## src/design/c3sb_pkg.sv

```systemverilog
// Package: shared types and constants for the 3x3 border/scale/bias filter.
`default_nettype none
package c3sb_pkg;

    localparam int C3SB_MAX_WIDTH = 1024;

    localparam int unsigned REG_IMAGE_WIDTH  = 0;
    localparam int unsigned REG_IMAGE_HEIGHT = 1;
    localparam int unsigned REG_BORDER_REP   = 2;
    localparam int unsigned REG_ABS_RESP     = 3;
    localparam int unsigned REG_SCALE        = 4;
    localparam int unsigned REG_BIAS         = 5;
    localparam int unsigned REG_KERNEL_UP    = 6;
    localparam int unsigned REG_KERNEL_LO    = 7;

    localparam logic [10:0] RST_IMAGE_WIDTH  = 11'd1024;
    localparam logic [15:0] RST_IMAGE_HEIGHT = 16'd768;
    localparam logic [23:0] RST_SCALE        = 24'd65536;
    localparam logic [47:0] RST_KERNEL_UP    = 48'h0001_0000_0000;

    typedef logic [7:0]         pix_t;
    typedef logic signed [7:0]  coef_t;
    typedef logic signed [17:0] psum_t;

    typedef struct packed {
        pix_t top;
        pix_t mid;
        pix_t bot;
    } col_t;

    typedef struct packed {
        logic shift;
        logic calc;
        logic top_bad;
        logic bot_bad;
        logic replicate;
    } cell_ctl_t;

endpackage
`default_nettype wire

```

## src/design/c3sb_cell.sv

```systemverilog
// Window column cell: holds one 3-pixel column and forms its weighted partial sum.
`default_nettype none
module c3sb_cell
    import c3sb_pkg::*;
(
    input  wire logic      clk,
    input  wire logic      rst_n,
    input  wire cell_ctl_t ctl,
    input  wire logic      col_bad,
    input  wire col_t      d_in,
    input  wire col_t      alt,
    input  wire coef_t     coef_top,
    input  wire coef_t     coef_mid,
    input  wire coef_t     coef_bot,
    output col_t           q_out,
    output psum_t          psum
);

    col_t  col_reg;
    psum_t psum_reg;
    col_t  src;
    pix_t  t_px;
    pix_t  b_px;
    psum_t sum_next;

    always_comb
    begin
        src = (col_bad && ctl.replicate) ? alt : col_reg;
        if (ctl.top_bad)
        begin
            t_px = ctl.replicate ? src.mid : '0;
        end
        else
        begin
            t_px = src.top;
        end
        if (ctl.bot_bad)
        begin
            b_px = ctl.replicate ? src.mid : '0;
        end
        else
        begin
            b_px = src.bot;
        end
        sum_next = 18'(($signed({1'b0, t_px}) * coef_top))
                 + 18'(($signed({1'b0, src.mid}) * coef_mid))
                 + 18'(($signed({1'b0, b_px}) * coef_bot));
        if (col_bad && !ctl.replicate)
        begin
            sum_next = '0;
        end
    end

    always_ff @(posedge clk or negedge rst_n)
    begin
        if (!rst_n)
        begin
            col_reg <= '0;
        end
        else if (ctl.shift)
        begin
            col_reg <= d_in;
        end
    end

    always_ff @(posedge clk)
    begin
        if (ctl.calc)
        begin
            psum_reg <= sum_next;
        end
    end

    assign q_out = col_reg;
    assign psum  = psum_reg;

endmodule
`default_nettype wire
```

## config.mk

```make
export PLATFORM = sky130hd
export DESIGN_NAME = c3sb_cell
export DESIGN_NICKNAME = d
export VERILOG_FILES = /design/src/design/c3sb_pkg.sv /design/src/design/c3sb_cell.sv
export SDC_FILE = /design/constraint.sdc
export NUM_CORES = 1
export LEC_CHECK = 0
export BUFFER_PORTS_ARGS = -buffer_cell sky130_fd_sc_hd__buf_4
export CAP_MARGIN = 40
export CORE_UTILIZATION = 50
export CTS_CLUSTER_DIAMETER = 30
export CTS_CLUSTER_SIZE = 12
export DETAILED_ROUTE_END_ITERATION = 12
export PLACE_DENSITY = 0.84
export REMOVE_ABC_BUFFERS = 1
export SLEW_MARGIN = 30
export SYNTH_ARGS = -nofsm -noshare
export SYNTH_HDL_FRONTEND = slang
export SYNTH_SLANG_ARGS = --single-unit
```

## constraint.sdc

```tcl
create_clock -name clk -period 6.75 [get_ports clk]
set_clock_uncertainty 0.2 [all_clocks]
set_input_delay 1.0125 -clock clk [delete_from_list [all_inputs] [get_ports clk]]
set_output_delay 1.0125 -clock clk [all_outputs]
set_load 0.05 [all_outputs]
```

Word level (Yosys, flattened, before mapping)
Cells that the tools add are included.

operators by class
  add/sub/neg operators = 2
  $mul = 3
  multiplexer cells = 4
  reduce and logical (&&, ||, !) cells = 3

operator list
  operator                                      count
  9-bit by 8-bit multiplier with 17-bit output  3
  24-bit 2-to-1 mux                             1
  8-bit 2-to-1 mux                              3
  17-bit by 17-bit adder with 18-bit output     1
  18-bit by 17-bit adder with 18-bit output     1
  1-bit logical AND                             2
  1-bit zero test                               1

storage, ports and cells
  register bits after elaboration = 42
  input port bits = 80
  output and inout bits = 42
  logic and storage cells = 16

Longest topological paths before layout
Gate-level depths: netlist of the first run.

  word-level depth = 7
  mapped depth = 27
  depth with buffers taken out = 25

Worst setup path before layout of the first run
No wires, ideal clock.

  path type = input -> register
  from = input ctl[2] (netlist name)
  to = register psum_reg[13] (netlist: psum[13]) (data pin)
  setup time = 254 ps
  data arrival time = 6998 ps
  required time = 6296 ps
  path slack = -702 ps
  stages on the path = 23
  path buffers = 2
  cell sequence = clkbuf_1 -> nor2b_1 -> clkbuf_1 -> a22o_1 -> a22o_1 -> and2_1 -> fa_1 -> fa_1 -> inv_1 -> fa_1 -> inv_1 -> fa_1 -> inv_1 -> fa_1 -> fa_1 -> fa_1 -> inv_1 -> ha_1 -> nor2b_1 -> o31a_1 -> o21ai_0 -> a21oi_1 -> o21a_1

on the way
  cells in the longest elaborated chain, start to end = 4

RTL lines
  item                                          line             text
  start, declared                               c3sb_cell.sv:8   input wire cell_ctl_t ctl,
  8-bit 2-to-1 mux                              c3sb_cell.sv:29  if (ctl.top_bad)
  9-bit by 8-bit multiplier with 17-bit output  c3sb_cell.sv:45  sum_next = 18'(($signed({1'b0, t_px}) * coef_top))
  17-bit by 17-bit adder with 18-bit output     c3sb_cell.sv:46  + 18'(($signed({1'b0, src.mid}) * coef_mid))
  18-bit by 17-bit adder with 18-bit output     c3sb_cell.sv:47  + 18'(($signed({1'b0, b_px}) * coef_bot));
  end signal, assigned                          c3sb_cell.sv:70  psum_reg <= sum_next;
  end, declared                                 c3sb_cell.sv:20  psum_t psum_reg;

Every way passes these cells.
A chain may end at the register's enable or synchronous reset.

Worst setup path after layout of the first run
  from = input col_bad
  to = register psum_reg[17] (netlist: psum[17]) (data pin)

on the way
  cells in the longest elaborated chain, start to end = 7
  elaborated cells on any way between the ends = 11
  classes of those cells = 2 x add/sub; 3 x mul; 4 x mux; 2 x reduce/logical

RTL lines
  item                                          line                              text
  start, declared                               c3sb_cell.sv:9                    input wire logic col_bad,
  1-bit logical AND                             c3sb_cell.sv:28                   src = (col_bad && ctl.replicate) ? alt : col_reg;
  24-bit 2-to-1 mux                             c3sb_cell.sv:28
  8-bit 2-to-1 mux                              c3sb_cell.sv:31, c3sb_cell.sv:39
  8-bit 2-to-1 mux                              c3sb_cell.sv:29
  9-bit by 8-bit multiplier with 17-bit output  c3sb_cell.sv:45
  17-bit by 17-bit adder with 18-bit output     c3sb_cell.sv:46
  18-bit by 17-bit adder with 18-bit output     c3sb_cell.sv:47

Parallel ways exist; a longest one is shown, timed or not.

==> results of run 1 <==
-- final timing paths --
path                                        from                endpoint  slack (ns)  cells after the start
max in group asynchronous                  rst_n    q_out[4]$_DFFE_PN0P_        5.71                      1
min                        q_out[14]$_DFFE_PN0P_   q_out[14]$_DFFE_PN0P_        0.37                      1
min reg2reg                q_out[14]$_DFFE_PN0P_   q_out[14]$_DFFE_PN0P_        0.37                      1
max                                      col_bad  psum[17]$_SDFFCE_PP0P_       -0.57                     24
min in group asynchronous                  rst_n    q_out[9]$_DFFE_PN0P_        0.40                      1
max reg2reg                 q_out[9]$_DFFE_PN0P_  psum[17]$_SDFFCE_PP0P_       -0.03                     22
-- through the flow --
| stage | worst slack, ns | hold WS (ns) | util, % |
|---|---|---|---|
| floorplan | -0.6730 | 0.5169 | - |
| global placement | -1.014 | 0.3362 | 62.34 |
| detailed placement | -1.116 | 0.3487 | 62.39 |
| CTS | -0.5375 | 0.3637 | 65.00 |
| global route | -0.7343 | 0.3766 | 66.18 |
| finish | -0.5695 | 0.3692 | 66.18 |
-- Yosys cell counts, types with 2 or more instances --
| master | count |
|---|---|
| sky130_fd_sc_hd__nor2_1 | 25 |
| sky130_fd_sc_hd__nor3_1 | 5 |
| sky130_fd_sc_hd__nor2b_1 | 12 |
| sky130_fd_sc_hd__dfrtp_1 | 24 |
| sky130_fd_sc_hd__ha_1 | 107 |
| sky130_fd_sc_hd__o21a_1 | 2 |
| sky130_fd_sc_hd__xor2_1 | 4 |
| sky130_fd_sc_hd__a21oi_1 | 16 |
| sky130_fd_sc_hd__and3_1 | 4 |
| sky130_fd_sc_hd__or2_2 | 2 |
| sky130_fd_sc_hd__mux2_2 | 25 |
| sky130_fd_sc_hd__a22o_1 | 28 |
| sky130_fd_sc_hd__or2_1 | 4 |
| sky130_fd_sc_hd__edfxtp_1 | 18 |
| sky130_fd_sc_hd__o211ai_1 | 3 |
| sky130_fd_sc_hd__a21o_1 | 5 |
| sky130_fd_sc_hd__mux2_4 | 6 |
| sky130_fd_sc_hd__nand3_1 | 8 |
| sky130_fd_sc_hd__o21ai_0 | 13 |
| sky130_fd_sc_hd__clkinv_1 | 2 |
| sky130_fd_sc_hd__and4_1 | 3 |
| sky130_fd_sc_hd__and2_1 | 124 |
| sky130_fd_sc_hd__fa_1 | 165 |
| sky130_fd_sc_hd__nand2_1 | 51 |
| sky130_fd_sc_hd__clkbuf_1 | 10 |
| sky130_fd_sc_hd__inv_1 | 238 |
| sky130_fd_sc_hd__xnor2_1 | 6 |
-- metal layers --
layer / global-route usage, % / wire (um) / vias up
li1: - / - / 3293
met2: 45.37 / 12960 / 417
met1: 34.33 / 9498 / 3771
met4: 13.19 / 1388 / 0
met3: 2.852 / 2035 / 115
met5: 0 / 0 / -
-- repair_timing --
action,in CTS,in global routing
pin swaps,37,32
resized for setup,60,50
setup buffers,4,6
cloned,1,0
setup endpoints to repair,13,13
endpoints found under the hold margin,0,0
-- cells in the final DEF (no fill, tap or decap), types with 3 or more instances in the layout --
master / instances
sky130_fd_sc_hd__a21oi_2: 6
sky130_fd_sc_hd__a22o_4: 8
sky130_fd_sc_hd__nand2_1: 47
sky130_fd_sc_hd__ha_4: 6
sky130_fd_sc_hd__edfxtp_1: 18
sky130_fd_sc_hd__a22o_2: 3
sky130_fd_sc_hd__ha_1: 100
sky130_fd_sc_hd__fa_1: 158
sky130_fd_sc_hd__and2_4: 8
sky130_fd_sc_hd__nand3_1: 8
sky130_fd_sc_hd__inv_1: 226
sky130_fd_sc_hd__dfrtp_1: 24
sky130_fd_sc_hd__a22o_1: 17
sky130_fd_sc_hd__a21oi_1: 8
sky130_fd_sc_hd__buf_6: 5
sky130_fd_sc_hd__fa_2: 7
sky130_fd_sc_hd__o21ai_1: 5
sky130_fd_sc_hd__buf_4: 211
sky130_fd_sc_hd__xor2_1: 4
sky130_fd_sc_hd__and3_1: 4
sky130_fd_sc_hd__or2_1: 4
sky130_fd_sc_hd__inv_2: 12
sky130_fd_sc_hd__nor2_1: 22
sky130_fd_sc_hd__and2_1: 116
sky130_fd_sc_hd__o21ai_0: 7
sky130_fd_sc_hd__o211ai_1: 3
sky130_fd_sc_hd__a21o_1: 5
sky130_fd_sc_hd__mux2_2: 25
sky130_fd_sc_hd__mux2_4: 6
sky130_fd_sc_hd__nor3_1: 5
sky130_fd_sc_hd__xnor2_1: 6
sky130_fd_sc_hd__nor2b_1: 10
sky130_fd_sc_hd__clkbuf_16: 6
-- area by class of cell --
| type | count | area share (%) |
|---|---|---|
| Multi-Input combinational cell | 638 | 63.62 |
| Timing Repair Buffer | 220 | 14.74 |
| Sequential cell | 42 | 9.832 |
| Inverter | 240 | 7.762 |
| Tap cell | 225 | 2.426 |
| Clock buffer | 6 | 1.294 |
| Clock inverter | 2 | 0.3342 |
-- cells by family (layout without fill, tap and decap cells) --
kind of cell             after synthesis  after routing  synth area share [%]
adder cells (fa/ha/maj)              272            272                 50.98
buffers and inverters                250            468                 10.31
AND/OR/NAND/NOR                      244            245                 14.68
AO/OA/AOI/OAI                         78             78                 6.102
flip-flops                            42             42                 12.53
multiplexers                          33             33                 4.439
XOR/XNOR                              10             10                0.9619
==> reports/summary.txt, run 1 <==
STATUS
--------------------------------------------------------------------------------------------------
Status                                                                                complete, but fails checks
Violated checks                                                                       setup timing

ROUTING
--------------------------------------------------------------------------------------------------
Final WL                                                                                  25.88 mm
Vias                                                                                          7596
Count of unresolved DRC violations after routing                                                 0
Antenna Nets Post-Route                                                                          0
Initial drt markers                                                                            649
Wire length per cell                                                                      18.85 um
Number of detailed-route iterations in the first pass                                            8
Vias/cell                                                                                    5.532

TIMING
--------------------------------------------------------------------------------------------------
Post-route fraction of the period consumed by the critical path                             108.4%
Setup TNS after final layout                                                             -5.042 ns
Final Hold Vio Count                                                                             0
Slew at the pin closest to its max-slew limit                                            0.4128 ns
Final setup slack of the worst path                                                     -0.5695 ns
Max-slew violation total from the final report                                                   0
Total of endpoints with negative setup slack in the final report                                11
Fin crit period                                                                           7.320 ns
Slew HR                                                                                     72.43%
Max frequency                                                                           0.1366 GHz
RSZ-0062 raised after global routing                                                           yes

GRT
--------------------------------------------------------------------------------------------------
Remaining global-route overflow                                                                  0
Number of antenna violations at the first check in global routing                                0
First-pass GRT wire length                                                                38.21 mm
Pin count of the biggest net entering global routing                                            25
Total GRT Usage                                                                             26.87%
Via count of the first global-routing pass                                                    7904

CLOCK TREE
--------------------------------------------------------------------------------------------------
Clock root buffer master                                                              sky130_fd_sc_hd__clkbuf_16
Clock tree from TritonCTS                                                                     done
Count of hold-fix buffers inserted at cts                                                        0
Total CTS buffers                                                                                5
Worst-Skew Late Latency                                                                    0.30 ns
Worst-case clock buffer depth                                                                    2
Number of H-tree levels                                                                          2
Clock transition time at the flip-flop clock pins of the worst setup and hold paths        0.07 ns
Number of clock sinks                                                                           42

FINAL LAYOUT
--------------------------------------------------------------------------------------------------
Antenna diode count                                                                              0
Flip-flop count of the largest register after layout                                            24
Total Nets Final                                                                              1499
Fraction of final layout cells sized beyond drive strength 1                                29.18%
Final cell count without fillers                                                              1373
Register area                                                                             1141 um2
Synth-to-layout area growth                                                                 27.47%
Filler cells                                                                                  1253
Area used by multi-input combinational logic                                              7383 um2
Post-Layout Inst Area                                                                    11610 um2

LOGIC SYNTHESIS
--------------------------------------------------------------------------------------------------
Yosys warning total                                                                              0
Post-synthesis area per instance                                                         9.801 um2
Flip-flop and latch count after synthesis                                                       42
Number of unique standard cell types used by synthesis                                          46
Post-synthesis cell count                                                                      929
Biggest area contributors in the synthesized netlist                                  sky130_fd_sc_hd__fa_1 36%, sky130_fd_sc_hd__ha_1 15%, sky130_fd_sc_hd__inv_1 9.8%, sky130_fd_sc_hd__and2_1 8.5%, sky130_fd_sc_hd__dfrtp_1 6.6%
Count of flip-flops with a built-in enable after synthesis                                      18
Top cell type's share of synthesized area                                                   36.28%
Post-synth design cell area                                                               9105 um2
Synth async-reset ratio                                                                     57.14%
Most common flop cell mapped by yosys                                                 sky130_fd_sc_hd__dfrtp_1
Sequential-to-total area share from yosys stat                                              12.53%
Cell type contributing the most total cell area after synthesis                       sky130_fd_sc_hd__fa_1

SETUP PATH
--------------------------------------------------------------------------------------------------
Data required time at the worst endpoint                                                   6.70 ns
Cell class contributing the biggest share of worst-path delay                          adder cells
Cell seen most often among critical-path stages                                       sky130_fd_sc_hd__fa_1
Bufs and invs on worst path                                                                      6
Critical-path cell list                                                               buf_12, nand2_8, mux2_4, buf_8, a22o_4, a22o_4, and2_4, fa_1, inv_1, fa_1, inv_1, fa_1, fa_1, fa_1, fa_1, inv_2, fa_1, inv_2, ha_4, o211a_1, o31a_1, o2111ai_2, a311o_1, o21ai_1
Cell type of the slowest stage on the worst timing path                               sky130_fd_sc_hd__fa_1
Launching element type of the critical path                                             input port
Max Fanout on Critical Path                                                                      5
Arrival @ worst endpoint                                                                   7.27 ns
Crit Path Class                                                                       input port to register
Kind of capture point of the worst setup path                                             register
Peak per-stage delay on the critical path                                                  0.57 ns

FLOORPLANNING
--------------------------------------------------------------------------------------------------
Die width                                                                                 136.9 um
Std-Cell Core Area                                                                       17540 um2
Total number of placement rows                                                                  48
Count of boundary I/O pins                                                                     122
Initial Utilization                                                                         51.92%
Vertical die dimension                                                                    136.9 um
Die area                                                                                 18750 um2

PLACE
--------------------------------------------------------------------------------------------------
DP HPWL                                                                                   20.13 mm
Post-placement cell area                                                                 10940 um2
Total placed cells including tap cells                                                        1356
GPL Wtd Cong                                                                                0.8939
Buffers added on ports                                                                         121

RUN
--------------------------------------------------------------------------------------------------
Max capacitance violation total                                                                  0

HOLD PATH
--------------------------------------------------------------------------------------------------
Worst min path class                                                                  register to register

Power of run 1 is not shown: default switching activity piles up to over one toggle a cycle in this logic, so the estimate is an artifact.
==> run 2: changes to the inputs <==
--- a/config.mk
+++ b/config.mk
@@ -11,7 +11,7 @@
 export CTS_CLUSTER_DIAMETER = 30
 export CTS_CLUSTER_SIZE = 12
 export DETAILED_ROUTE_END_ITERATION = 12
-export PLACE_DENSITY = 0.84
+export PLACE_DENSITY_LB_ADDON = 0.12
 export REMOVE_ABC_BUFFERS = 1
 export SLEW_MARGIN = 30
 export SYNTH_ARGS = -nofsm -noshare
==> run 2 against run 1 <==
  * The flow still finishes with violations (setup timing)
  * Die area unchanged
  * Critical path depth is 2 higher
  * Via count fell by 5.9%
  * Critical path type unchanged
==> reports/summary.txt, run 2 (synthesis gave the netlist of run 1 again) <==
TIMING
--------------------------------------------------------------------------------------------------
RSZ-0062 raised after global routing                                                           yes
Max frequency                                                                           0.1348 GHz   -1.3%
Final setup slack of the worst path                                                     -0.6663 ns   -0.09678 ns
Max-slew violation total from the final report                                                   0   unchanged
Slew at the pin closest to its max-slew limit                                            0.4752 ns   +0.06245 ns
Total of endpoints with negative setup slack in the final report                                13   +2
Slew HR                                                                                     68.25%   -4.2 points
Post-route fraction of the period consumed by the critical path                             109.9%   +1.4 points
Final Hold Vio Count                                                                             0   unchanged
Fin crit period                                                                           7.416 ns   +0.09678 ns

HOLD PATH
--------------------------------------------------------------------------------------------------
Worst min path class                                                                  register to register

ROUTING
--------------------------------------------------------------------------------------------------
Final WL                                                                                  23.85 mm   -7.8%
Vias/cell                                                                                    5.131   -7.2%
Number of detailed-route iterations in the first pass                                            5   -3
Vias                                                                                          7148   -5.9%
Initial drt markers                                                                            343   -47%
Wire length per cell                                                                      17.12 um   -9.2%
Count of unresolved DRC violations after routing                                                 0   unchanged
Antenna Nets Post-Route                                                                          0   unchanged

SETUP PATH
--------------------------------------------------------------------------------------------------
Arrival @ worst endpoint                                                                   7.27 ns   about the same
Max Fanout on Critical Path                                                                      7   +2
Data required time at the worst endpoint                                                   6.61 ns   -0.09 ns
Crit Path Class                                                                       input port to register
Kind of capture point of the worst setup path                                             register
Launching element type of the critical path                                             input port

FINAL LAYOUT
--------------------------------------------------------------------------------------------------
Final cell count without fillers                                                              1393   +1.5%
Antenna diode count                                                                              0   unchanged
Post-Layout Inst Area                                                                    11770 um2   +1.4%
Flip-flop count of the largest register after layout                                            24   unchanged
Commonest cells after routing, fill and taps aside                                    226 x sky130_fd_sc_hd__inv_1, 226 x sky130_fd_sc_hd__buf_4, 160 x sky130_fd_sc_hd__fa_1, 118 x sky130_fd_sc_hd__and2_1, 97 x sky130_fd_sc_hd__ha_1
Total Nets Final                                                                              1520   +1.4%
Fraction of final layout cells sized beyond drive strength 1                                29.71%   +0.53 points
Synth-to-layout area growth                                                                 29.30%

GRT
--------------------------------------------------------------------------------------------------
Via count of the first global-routing pass                                                    7403   -6.3%
Total GRT Usage                                                                             26.91%   +0.047 points
Met2 routing resource usage after global routing                                            45.23%   -0.14 points
GR met3 Demand/Resource                                                                     1.667%   -1.2 points
First-pass GRT wire length                                                                38.14 mm   -0.18%
Top Usage Layer GRT                                                                           met2
Number of antenna violations at the first check in global routing                                0   unchanged
Remaining global-route overflow                                                                  0   unchanged
Met1 usage                                                                                  38.95%   +4.6 points
Pin count of the biggest net entering global routing                                            25   unchanged

CLOCK TREE
--------------------------------------------------------------------------------------------------
Total CTS buffers                                                                                5   unchanged
Count of hold-fix buffers inserted at cts                                                        0   unchanged
Clock root buffer master                                                              sky130_fd_sc_hd__clkbuf_16
Number of H-tree levels                                                                          2   unchanged
Clock tree from TritonCTS                                                                     done
Worst-case clock buffer depth                                                                    2   unchanged
Clock transition time at the flip-flop clock pins of the worst setup and hold paths        0.06 ns   about the same
Worst-Skew Late Latency                                                                    0.30 ns   about the same
Number of clock sinks                                                                           42   unchanged

FLOORPLANNING
--------------------------------------------------------------------------------------------------
Count of boundary I/O pins                                                                     122   unchanged
Total number of placement rows                                                                  48   unchanged
Die area                                                                                 18750 um2   unchanged
Die width                                                                                 136.9 um   unchanged
Initial Utilization                                                                         51.92%   unchanged
Std-Cell Core Area                                                                       17540 um2   unchanged
Vertical die dimension                                                                    136.9 um   unchanged

RUN
--------------------------------------------------------------------------------------------------
Max capacitance violation total                                                                  0   unchanged

PLACE
--------------------------------------------------------------------------------------------------
Buffers added on ports                                                                         121   unchanged
Post-placement cell area                                                                 11010 um2   +0.66%
GPL Wtd Cong                                                                                0.8813   -1.4%
DP HPWL                                                                                   20.10 mm   -0.12%
Total placed cells including tap cells                                                        1364   +0.59%

STATUS
--------------------------------------------------------------------------------------------------
Status                                                                                complete, but fails checks
Violated checks                                                                       setup timing

run 2: changes by cell type in the layout (fill, tap and decap cells not counted), moves of 3 or more:
cell and delta:
sky130_fd_sc_hd__ha_1 -3, sky130_fd_sc_hd__buf_4 +15, sky130_fd_sc_hd__buf_6 +6, sky130_fd_sc_hd__a22o_4 -6, sky130_fd_sc_hd__ha_4 +3, sky130_fd_sc_hd__a22o_1 +7
run 2: cell type report:
type	count	area (um2)
clock buffer	7	163.9
timing repair buffer	241	1901
multi-input combinational	638	7385
sequential	42	1141
inverter	240	900.9
tap	225	281.5
fill	1443	5764
run 2: through the flow:
stage                     TNS, ns  setup slack [ns]  hold WS [ns]  utilization, %
after floorplan            -5.296           -0.6730        0.5169               -
after global placement     -11.51            -1.121        0.3314           62.76
after detailed placement   -12.08            -1.204        0.3293           62.80
after CTS                  -5.349           -0.6177        0.3431           65.86
after global routing       -8.678           -0.8865        0.3803           67.13
final                      -6.274           -0.6663        0.3472           67.13
run 2: worst max-delay path, cell delays in order:
cell and delay (ns):
sky130_fd_sc_hd__buf_12 0.12, sky130_fd_sc_hd__nand2_8 0.10, sky130_fd_sc_hd__buf_6 0.10, sky130_fd_sc_hd__mux2_4 0.32
sky130_fd_sc_hd__a22o_1 0.20, sky130_fd_sc_hd__a22o_1 0.24, sky130_fd_sc_hd__buf_12 0.15, sky130_fd_sc_hd__and2_4 0.15
sky130_fd_sc_hd__fa_1 0.49, sky130_fd_sc_hd__inv_2 0.04, sky130_fd_sc_hd__fa_1 0.53, sky130_fd_sc_hd__inv_1 0.05
sky130_fd_sc_hd__fa_1 0.45, sky130_fd_sc_hd__fa_1 0.57, sky130_fd_sc_hd__fa_2 0.45, sky130_fd_sc_hd__fa_1 0.49
sky130_fd_sc_hd__inv_1 0.05, sky130_fd_sc_hd__fa_1 0.49, sky130_fd_sc_hd__inv_2 0.05, sky130_fd_sc_hd__ha_4 0.28
sky130_fd_sc_hd__o211a_1 0.15, sky130_fd_sc_hd__o31a_1 0.26, sky130_fd_sc_hd__buf_6 0.14, sky130_fd_sc_hd__o21ai_4 0.07
sky130_fd_sc_hd__and3_1 0.18, sky130_fd_sc_hd__o21a_1 0.16
run 2: what timing repair did:
| item | in CTS | in global routing |
|---|---|---|
| pin swaps | 61 | 37 |
| setup buffers | 14 | 10 |
| gates cloned | 1 | 0 |
| gates resized for setup | 72 | 32 |
| endpoints found under the setup margin | 13 | 13 |
run 2: worst paths after layout:
kind | depth (start not counted) | start | slack (ns) | end
worst max-delay path | 26 | col_bad | -0.67 | psum[13]$_SDFFCE_PP0P_
max in group asynchronous | 1 | rst_n | 5.69 | q_out[20]$_DFFE_PN0P_
worst min-delay path | 1 | q_out[5]$_DFFE_PN0P_ | 0.35 | q_out[5]$_DFFE_PN0P_
worst min register to register | 1 | q_out[5]$_DFFE_PN0P_ | 0.35 | q_out[5]$_DFFE_PN0P_
min in group asynchronous | 1 | rst_n | 0.41 | q_out[1]$_DFFE_PN0P_
worst max register to register | 22 | q_out[14]$_DFFE_PN0P_ | -0.02 | psum[13]$_SDFFCE_PP0P_
run 2: layer usage:
layer | share of wire (%) | vias up
met5 | 0 | -
met4 | 1.1 | 0
met3 | 3.4 | 13
met2 | 51 | 148
met1 | 44 | 3653
li1 | - | 3334
Power of run 2 is left out for the same reason.
